<file path="src/rtl/ringtone_note_parser_defines.svh">
// Assertion macros shared by the RTL of the ringtone note parser.
// RTNP_ASSERT_SAME checks a consequent in the same cycle as its antecedent.
// RTNP_ASSERT_NEXT checks a consequent in the cycle after its antecedent.
`ifndef RINGTONE_NOTE_PARSER_DEFINES_SVH
`define RINGTONE_NOTE_PARSER_DEFINES_SVH

`ifndef SYNTHESIS
`define RTNP_ASSERT_SAME(label, clk, rstn, ante, cons, msg) \
    label: assert property (@(posedge clk) disable iff (!(rstn)) (ante) |-> (cons)) \
        else $error(msg);
`define RTNP_ASSERT_NEXT(label, clk, rstn, ante, cons, msg) \
    label: assert property (@(posedge clk) disable iff (!(rstn)) (ante) |=> (cons)) \
        else $error(msg);
`else
`define RTNP_ASSERT_SAME(label, clk, rstn, ante, cons, msg)
`define RTNP_ASSERT_NEXT(label, clk, rstn, ante, cons, msg)
`endif

`endif

</file>
<file path="src/rtl/rtnp_pkg.sv">
package rtnp_pkg;

    // Parse phases within one note.
    localparam logic [1:0] PH_DUR    = 2'd0;
    localparam logic [1:0] PH_LETTER = 2'd1;
    localparam logic [1:0] PH_MODS   = 2'd2;
    localparam logic [1:0] PH_OCT    = 2'd3;

    // Progress through the duration digits.
    localparam logic [1:0] FD_NONE  = 2'd0;
    localparam logic [1:0] FD_ONE   = 2'd1;
    localparam logic [1:0] FD_THREE = 2'd2;
    localparam logic [1:0] FD_DONE  = 2'd3;

    // Configuration register indexes.
    localparam logic [1:0] CFG_DEFAULT_DURATION = 2'd0;
    localparam logic [1:0] CFG_DEFAULT_OCTAVE   = 2'd1;
    localparam logic [1:0] CFG_BEAT_TICKS       = 2'd2;

    // Characters of the note grammar.
    localparam logic [7:0] CH_COMMA = 8'h2C;
    localparam logic [7:0] CH_SPACE = 8'h20;
    localparam logic [7:0] CH_SHARP = 8'h23;
    localparam logic [7:0] CH_DOT   = 8'h2E;
    localparam logic [7:0] CH_0     = 8'h30;
    localparam logic [7:0] CH_1     = 8'h31;
    localparam logic [7:0] CH_2     = 8'h32;
    localparam logic [7:0] CH_3     = 8'h33;
    localparam logic [7:0] CH_4     = 8'h34;
    localparam logic [7:0] CH_6     = 8'h36;
    localparam logic [7:0] CH_7     = 8'h37;
    localparam logic [7:0] CH_8     = 8'h38;
    localparam logic [7:0] CH_9     = 8'h39;
    localparam logic [7:0] CH_UP_A  = 8'h41;
    localparam logic [7:0] CH_UP_Z  = 8'h5A;
    localparam logic [7:0] CH_A     = 8'h61;
    localparam logic [7:0] CH_B     = 8'h62;
    localparam logic [7:0] CH_C     = 8'h63;
    localparam logic [7:0] CH_D     = 8'h64;
    localparam logic [7:0] CH_E     = 8'h65;
    localparam logic [7:0] CH_F     = 8'h66;
    localparam logic [7:0] CH_G     = 8'h67;
    localparam logic [7:0] CH_P     = 8'h70;
    localparam logic [7:0] CASE_BIT = 8'h20;

    typedef logic [10:0] pitch_t;

    // Octave-six frequencies of the natural notes; a pause gives zero.
    function automatic pitch_t natural_pitch(input logic [7:0] c);
        case (c)
            CH_A: natural_pitch = 11'd1760;
            CH_B: natural_pitch = 11'd1976;
            CH_C: natural_pitch = 11'd1047;
            CH_D: natural_pitch = 11'd1175;
            CH_E: natural_pitch = 11'd1319;
            CH_F: natural_pitch = 11'd1397;
            CH_G: natural_pitch = 11'd1568;
            default: natural_pitch = 11'd0;
        endcase
    endfunction

    // Raise a natural by a semitone; e, b and a pause have no sharp.
    function automatic pitch_t sharpen(input pitch_t p);
        case (p)
            11'd1760: sharpen = 11'd1865;
            11'd1047: sharpen = 11'd1109;
            11'd1175: sharpen = 11'd1245;
            11'd1397: sharpen = 11'd1480;
            11'd1568: sharpen = 11'd1661;
            default:  sharpen = p;
        endcase
    endfunction

    // Position of the highest set bit; zero and one both give zero.
    function automatic logic [2:0] dur_shift(input logic [5:0] d);
        if (d[5])      dur_shift = 3'd5;
        else if (d[4]) dur_shift = 3'd4;
        else if (d[3]) dur_shift = 3'd3;
        else if (d[2]) dur_shift = 3'd2;
        else if (d[1]) dur_shift = 3'd1;
        else           dur_shift = 3'd0;
    endfunction

endpackage

</file>
<file path="src/rtl/ringtone_note_parser.sv">
// Ringtone note parser. Characters of the note section of a ringtone text
// arrive one per transaction on the s_ channel (tdata carries the character,
// tlast marks the last character of the song). A note is an optional
// duration (1, 2, 4, 8, 16 or 32), a letter a to g or p for a pause, an
// optional sharp, an optional dot and an optional octave digit 4 to 7. A
// note is completed by a comma or by the last character, and then one
// transaction leaves on the m_ channel with the tone frequency in hertz
// (zero for a pause), the length in timer ticks (the beat divided by the
// duration, half again if dotted) and tlast set when the note ends the
// song. Spaces are skipped, upper case letters count as lower case, and
// anything outside the grammar is ignored. Missing duration and octave take
// the values of the configuration registers, which the user must have written
// over the cfg_ channel only while the block is idle; the block itself does
// not enforce this. The block takes one character per clock cycle unless
// back-pressure on the m_ channel stalls it; a character passes an input
// register and one stage of decode, table lookup and shifting into the
// result register. Back-pressure on the m_ channel stalls the input only
// when both registers are full.
`include "ringtone_note_parser_defines.svh"

module ringtone_note_parser (
    input  logic        aclk,
    input  logic        aresetn,
    // Configuration write channel.
    input  logic        cfg_valid,
    output logic        cfg_ready,
    input  logic [1:0]  cfg_index,
    input  logic [15:0] cfg_data,
    // Character input.
    input  logic        s_tvalid,
    output logic        s_tready,
    input  logic [7:0]  s_tdata,   // [7:0] text_char
    input  logic        s_tlast,   // text_end
    // Note output.
    output logic        m_tvalid,
    input  logic        m_tready,
    output logic [31:0] m_tdata,   // [11:0] tone_hz, [28:12] length_ticks, rest zero
    output logic        m_tlast    // song_done
);

    // Configuration registers.
    logic [5:0]  default_duration_reg;
    logic [2:0]  default_octave_reg;
    logic [15:0] beat_ticks_reg;

    // Input register.
    logic        in_valid_reg;
    logic [7:0]  in_char_reg;
    logic        in_end_reg;

    // Note being assembled.
    logic [1:0]      parse_phase_reg, parse_phase_next;
    logic [5:0]      pend_dur_reg, pend_dur_next;
    rtnp_pkg::pitch_t pend_pitch_reg, pend_pitch_next;
    logic [2:0]      pend_oct_reg, pend_oct_next;
    logic            pend_dot_reg, pend_dot_next;
    logic [1:0]      first_digit_reg, first_digit_next;

    // Result register.
    logic        out_valid_reg;
    logic [11:0] tone_reg, tone_next;
    logic [16:0] len_reg, len_next;
    logic        done_reg;

    // Character decode and state after taking it.
    logic [7:0]       ch;
    logic             is_comma;
    logic             emit_now;
    logic             advance;
    logic [1:0]       ph_t;
    logic [5:0]       dur_t;
    rtnp_pkg::pitch_t pitch_t_v;
    logic [2:0]       oct_t;
    logic             dot_t;
    logic [1:0]       fd_t;
    logic [2:0]       oct_sel;
    logic [5:0]       dur_sel;
    logic [15:0]      len_base;

    assign cfg_ready = 1'b1;

    // The stage moves when the result register is free or being emptied.
    assign advance  = !out_valid_reg || m_tready;
    assign s_tready = !in_valid_reg || advance;

    assign m_tvalid = out_valid_reg;
    assign m_tdata  = {3'b000, len_reg, tone_reg};
    assign m_tlast  = done_reg;

    always_comb begin
        if (in_char_reg >= rtnp_pkg::CH_UP_A && in_char_reg <= rtnp_pkg::CH_UP_Z) begin
            ch = in_char_reg | rtnp_pkg::CASE_BIT;
        end else begin
            ch = in_char_reg;
        end
    end

    assign is_comma = (in_char_reg == rtnp_pkg::CH_COMMA);
    assign emit_now = is_comma || in_end_reg;

    // Apply one character to the note in progress.
    always_comb begin
        ph_t      = parse_phase_reg;
        dur_t     = pend_dur_reg;
        pitch_t_v = pend_pitch_reg;
        oct_t     = pend_oct_reg;
        dot_t     = pend_dot_reg;
        fd_t      = first_digit_reg;
        if (!is_comma && in_char_reg != rtnp_pkg::CH_SPACE) begin
            if (parse_phase_reg == rtnp_pkg::PH_DUR) begin
                if ((ch >= rtnp_pkg::CH_A && ch <= rtnp_pkg::CH_G) || ch == rtnp_pkg::CH_P) begin
                    pitch_t_v = rtnp_pkg::natural_pitch(ch);
                    ph_t      = rtnp_pkg::PH_LETTER;
                end else if (ch >= rtnp_pkg::CH_0 && ch <= rtnp_pkg::CH_9) begin
                    case (first_digit_reg)
                        rtnp_pkg::FD_NONE: begin
                            if (ch == rtnp_pkg::CH_1) begin
                                dur_t = 6'd1;
                                fd_t  = rtnp_pkg::FD_ONE;
                            end else if (ch == rtnp_pkg::CH_3) begin
                                fd_t = rtnp_pkg::FD_THREE;
                            end else if (ch == rtnp_pkg::CH_2 || ch == rtnp_pkg::CH_4
                                         || ch == rtnp_pkg::CH_8) begin
                                dur_t = 6'(ch - rtnp_pkg::CH_0);
                                fd_t  = rtnp_pkg::FD_DONE;
                            end
                        end
                        rtnp_pkg::FD_ONE: begin
                            if (ch == rtnp_pkg::CH_6) dur_t = 6'd16;
                            fd_t = rtnp_pkg::FD_DONE;
                        end
                        rtnp_pkg::FD_THREE: begin
                            if (ch == rtnp_pkg::CH_2) dur_t = 6'd32;
                            fd_t = rtnp_pkg::FD_DONE;
                        end
                        default: begin
                        end
                    endcase
                end
            end else if (ch == rtnp_pkg::CH_SHARP && parse_phase_reg == rtnp_pkg::PH_LETTER) begin
                pitch_t_v = rtnp_pkg::sharpen(pend_pitch_reg);
                ph_t      = rtnp_pkg::PH_MODS;
            end else if (ch == rtnp_pkg::CH_DOT) begin
                dot_t = 1'b1;
                if (parse_phase_reg == rtnp_pkg::PH_LETTER) ph_t = rtnp_pkg::PH_MODS;
            end else if (ch >= rtnp_pkg::CH_4 && ch <= rtnp_pkg::CH_7
                         && parse_phase_reg != rtnp_pkg::PH_OCT) begin
                oct_t = 3'(ch - rtnp_pkg::CH_0);
                ph_t  = rtnp_pkg::PH_OCT;
            end
        end
    end

    // A finished note starts the next one from scratch.
    always_comb begin
        if (emit_now) begin
            parse_phase_next = rtnp_pkg::PH_DUR;
            pend_dur_next    = '0;
            pend_pitch_next  = '0;
            pend_oct_next    = '0;
            pend_dot_next    = 1'b0;
            first_digit_next = rtnp_pkg::FD_NONE;
        end else begin
            parse_phase_next = ph_t;
            pend_dur_next    = dur_t;
            pend_pitch_next  = pitch_t_v;
            pend_oct_next    = oct_t;
            pend_dot_next    = dot_t;
            first_digit_next = fd_t;
        end
    end

    // Tone: octave-six value scaled by octave, with octaves below four
    // saturated to four.
    always_comb begin
        oct_sel = (oct_t != 3'd0) ? oct_t : default_octave_reg;
        case (oct_sel)
            3'd7:    tone_next = {pitch_t_v, 1'b0};
            3'd6:    tone_next = {1'b0, pitch_t_v};
            3'd5:    tone_next = {2'b00, pitch_t_v[10:1]};
            default: tone_next = {3'b000, pitch_t_v[10:2]};
        endcase
    end

    // Length: beat divided by the duration, plus half again when dotted.
    always_comb begin
        dur_sel  = (dur_t != 6'd0) ? dur_t : default_duration_reg;
        len_base = beat_ticks_reg >> rtnp_pkg::dur_shift(dur_sel);
        if (dot_t) begin
            len_next = {1'b0, len_base} + {2'b00, len_base[15:1]};
        end else begin
            len_next = {1'b0, len_base};
        end
    end

    always_ff @(posedge aclk) begin
        if (!aresetn) begin
            default_duration_reg <= 6'd4;
            default_octave_reg   <= 3'd6;
            beat_ticks_reg       <= 16'd1000;
        end else if (cfg_valid && cfg_ready) begin
            case (cfg_index)
                rtnp_pkg::CFG_DEFAULT_DURATION: default_duration_reg <= cfg_data[5:0];
                rtnp_pkg::CFG_DEFAULT_OCTAVE:   default_octave_reg   <= cfg_data[2:0];
                rtnp_pkg::CFG_BEAT_TICKS:       beat_ticks_reg       <= cfg_data;
                default: begin
                end
            endcase
        end
    end

    always_ff @(posedge aclk) begin
        if (!aresetn) begin
            in_valid_reg <= 1'b0;
        end else if (s_tready) begin
            in_valid_reg <= s_tvalid;
        end
    end

    always_ff @(posedge aclk) begin
        if (s_tvalid && s_tready) begin
            in_char_reg <= s_tdata;
            in_end_reg  <= s_tlast;
        end
    end

    always_ff @(posedge aclk) begin
        if (!aresetn) begin
            parse_phase_reg <= rtnp_pkg::PH_DUR;
            pend_dur_reg    <= '0;
            pend_pitch_reg  <= '0;
            pend_oct_reg    <= '0;
            pend_dot_reg    <= 1'b0;
            first_digit_reg <= rtnp_pkg::FD_NONE;
        end else if (in_valid_reg && advance) begin
            parse_phase_reg <= parse_phase_next;
            pend_dur_reg    <= pend_dur_next;
            pend_pitch_reg  <= pend_pitch_next;
            pend_oct_reg    <= pend_oct_next;
            pend_dot_reg    <= pend_dot_next;
            first_digit_reg <= first_digit_next;
        end
    end

    always_ff @(posedge aclk) begin
        if (!aresetn) begin
            out_valid_reg <= 1'b0;
        end else if (advance) begin
            out_valid_reg <= in_valid_reg && emit_now;
        end
    end

    always_ff @(posedge aclk) begin
        if (advance && in_valid_reg && emit_now) begin
            tone_reg <= tone_next;
            len_reg  <= len_next;
            done_reg <= in_end_reg;
        end
    end

    `RTNP_ASSERT_NEXT(a_emit_gives_result, aclk, aresetn,
        in_valid_reg && advance && emit_now, out_valid_reg,
        "completed note did not reach the result register")
    `RTNP_ASSERT_NEXT(a_emit_clears_note, aclk, aresetn,
        in_valid_reg && advance && emit_now,
        parse_phase_reg == rtnp_pkg::PH_DUR && pend_dur_reg == 6'd0 && pend_oct_reg == 3'd0,
        "note state not cleared after a result")
    `RTNP_ASSERT_NEXT(a_stall_keeps_char, aclk, aresetn,
        in_valid_reg && !advance, in_valid_reg && $stable(in_char_reg),
        "character lost from the input register while stalled")
    `RTNP_ASSERT_SAME(a_octave_range, aclk, aresetn,
        1'b1, pend_oct_reg == 3'd0 || pend_oct_reg >= 3'd4,
        "pending octave outside four to seven")

endmodule

</file>
<file path="config.mk">
export PLATFORM = sky130hd
export DESIGN_NAME = ringtone_note_parser
export DESIGN_NICKNAME = d
export VERILOG_FILES = /design/src/rtl/rtnp_pkg.sv /design/src/rtl/ringtone_note_parser.sv
export VERILOG_INCLUDE_DIRS = /design/src /design/src/rtl
export SDC_FILE = /design/constraint.sdc
export NUM_CORES = 1
export LEC_CHECK = 0
export ABC_AREA = 1
export BUFFER_PORTS_ARGS = -buffer_cell sky130_fd_sc_hd__buf_2
export CAP_MARGIN = 30
export CORE_UTILIZATION = 35
export CTS_CLUSTER_SIZE = 30
export DETAILED_ROUTE_END_ITERATION = 16
export SLEW_MARGIN = 25
export SYNTH_ARGS = -nofsm -noshare
export SYNTH_HDL_FRONTEND = slang
export SYNTH_SLANG_ARGS = --single-unit
</file>
<file path="constraint.sdc">
create_clock -name aclk -period 5.2 [get_ports aclk]
set_input_delay 0.52 -clock aclk [delete_from_list [all_inputs] [get_ports aclk]]
set_output_delay 0.52 -clock aclk [all_outputs]
set_load 0.02 [all_outputs]
</file>
==> results_dict.tcl <==
set metrics [dict create \
    root_buffer "clkbuf_16" \
    drive_gt1_frac 0.303 \
    portBuffers 63 \
    worstSkewPairLatency_ns 0.35 \
    final_common_cell "nand2_1" \
    power.density_mw_per_mm2 344 \
    finalPower_mw 3.01 \
    ys_seq_area_frac 0.331 \
    drv_cap 0 \
    nNetsFinal 1162 \
    drt_wl_total_mm 19.2 \
    power_frac_seq 0.265 \
    grt_max_degree 31 \
    crit_path_top_delay_cell "edfxtp_1" \
    hpwlAfterDp_mm 14.0 \
    die_y_microns 140 \
    dieWidth_microns 140 \
    syn_inst 978 \
    power_switching_mw 1.20 \
    layout_common_cells "nand2_1, inv_1, nand3_1, buf_4, buf_2" \
    drv_slew 0 \
    path_common_cell "nand2_2" \
    ir_worst_vdd_mv 0.187 \
    std_cell_rows 49 \
    vias 6983 \
    critical_path.max_fanout 8 \
    combPwrFrac 0.497 \
    max_freq_mhz 199 \
    start_util 0.363 \
    cp-start-kind "flip-flop" \
    grt_pass1_vias 6139 \
    multi_input_area_sq_mm 0.00447 \
    first_iter_violations 531 \
    syn2layout_area_growth_pct 31.8 \
    fill_cells 1807 \
    leakagePower_nw 3.91 \
    dieArea_sq_mm 0.0195 \
    tritoncts "built" \
    io_pins 68 \
    cp_data_required_time_ns 5.31 \
    yosys_warnings 0 \
    htreeDepth 3 \
    status "finished, final reports clean" \
    finalCritPeriodShare 0.968 \
    numCtsBuffers 9 \
    postRouteAntennaNets 0 \
    first_pass_iters 5 \
    final_area_sq_mm 0.00874 \
    cp_data_arrival_time_ns 5.14 \
    largest_register_ffs 17 \
    switching_share 0.399 \
    hold_viol 0 \
    cts.clk_slew.worst_paths_ns 0.07 \
    vias_per_cell 5.19 \
    cpPeakStageDelay_ns 0.48 \
    grt_pass1_wl_mm 30.2 \
    finClkSkew_ns 0.00825 \
    route.detailed.wl_per_inst_microns 14.3 \
    min_period_ns 5.04 \
    diodes 0 \
    hold_depth 1 \
    setup_viol 0 \
    gp_congestion 0.942 \
    place_area_sq_mm 0.00757 \
    cts_buffer_depth 2 \
    synth_area_sq_mm 0.00663 \
    hp-class "in -> reg" \
    regArea_sq_mm 0.00219 \
    whs_ns 0.343 \
    tightest_slew_ns 0.761 \
    r2r_cells 37 \
    synth_seq_cells 90 \
    cts_num_sinks 90 \
    grt_overflow 0 \
    crit_path_end_kind "flip-flop" \
    fp.coreArea_sq_mm 0.0183 \
    p_int_mw 1.81 \
    track_usage 0.191 \
    grt_antenna_before_repair 0 \
    path_class "reg -> reg" \
    relSlewSlack 0.490 \
    syn_avg_cell_area_sq_um 6.78 \
    drc_errors 0 \
    postCtsHoldBufs 0 \
    clockPowerShare 0.238 \
    yosysUniqueCellTypes 58 \
]
-- logic make-up (layout without fill, tap and decap cells) --
family / count (synthesis) / in the layout / share of synthesized area
simple gates: 539 / 540 / 0.380
compound gates: 170 / 170 / 0.152
buf+inv: 152 / 287 / 0.0923
flops: 90 / 90 / 0.331
fa+ha+maj: 19 / 19 / 0.0359
xor+xnor: 5 / 5 / 0.00661
other cells: 2 / 4 / 0.00113
mux: 1 / 1 / 0.00151
-- cell usage after synthesis (all sizes together) --
master	number	area share
nand3b	6	0.0068
inv	123	0.070
mux2i	1	0.0015
conb	2	0.0011
and2	1	0.00094
or2	2	0.0019
nor2	76	0.059
a21oi	74	0.056
a31oi	1	0.00094
nor3	17	0.015
o32ai	1	0.0013
a22oi	4	0.0045
nand2	314	0.19
nand3	101	0.082
o21a	1	0.0011
clkbuf	14	0.0079
a221oi	2	0.0026
edfxtp	39	0.18
o22a	1	0.0013
nor4	8	0.0085
nand4	14	0.013
o22ai	1	0.00094
a32oi	1	0.0013
ha	19	0.036
o21ai	55	0.045
o31ai	1	0.0011
a2111oi	1	0.0013
o2111ai	5	0.0066
buf	12	0.013
xor2	3	0.0040
a211o	1	0.0013
dfxtp	51	0.15
o221a	2	0.0034
xnor2	2	0.0026
o221ai	3	0.0040
a211oi	3	0.0034
o21bai	2	0.0023
clkinv	3	0.0017
o211ai	10	0.011
a311oi	1	0.0013
-- power by group through the flow --
stage          Combinational, mW  Sequential (mW)  Clock, mW
6_report                    1.50            0.799      0.716
5_1_grt                     1.63            0.802      0.757
4_1_cts                     1.14            0.798      0.728
3_5_place_dp                1.13            0.814          0
3_3_place_gp                1.12            0.813          0
2_1_floorplan              0.790            0.828          0
-- metal layers --
metal	track usage	vias to the layer above	wire, microns
li1	-	3530	-
met4	0.0648	0	360
met5	0	-	0
met2	0.288	225	8450
met3	0.0265	29	949
met1	0.277	3199	9430
-- final timing paths --
check / from / end / slack [ns]
hold / removal: s_tdata[2] / in_char_reg[2]$_DFFE_PP_ / 0.34
hold reg to reg: pend_oct_reg[1]$_SDFFE_PN0P_ / pend_oct_reg[1]$_SDFFE_PN0P_ / 0.46
setup reg to reg: in_char_reg[1]$_DFFE_PP_ / len_reg[15]$_DFFE_PP_ / 0.16
setup / recovery: in_char_reg[1]$_DFFE_PP_ / len_reg[15]$_DFFE_PP_ / 0.16
-- per-stage QoR --
step,worst slack [ns],std cells,util,TNS [ns]
4_1_cts,0.0251,1323,0.432,0
3_5_place_dp,-0.0181,1307,0.415,-0.0268
6_report,0.165,1345,0.478,0
3_3_place_gp,-0.0281,1306,0.414,-0.0425
2_1_floorplan,0.188,980,-,0
5_1_grt,-0.138,1345,0.478,-0.465
-- worst max-delay path: cells and delay by family, from the launching register on --
family,cells,cell delay (ns)
buffers and inverters,5,0.50
adder cells (fa/ha/maj),2,0.42
flip-flops,1,0.48
AO/OA/AOI/OAI,7,1.07
AND/OR/NAND/NOR,23,2.31
-- area by class of cell --
class | instances | share of cell area
clock buffers | 10 | 0.0262
inverters | 126 | 0.0550
multi-input cells | 739 | 0.511
well taps | 229 | 0.0328
flip-flops and latches | 90 | 0.251
repair buffers | 145 | 0.114
clock inverters | 6 | 0.0102
-- timing repair --
item / in CTS / in global routing
pin swaps: 0 / 41
gates resized for setup: 3 / 154
setup buffers: 0 / 20
gates cloned: 0 / 2
endpoints found under the setup margin: 3 / 14
(Power assumes the default switching activity.)
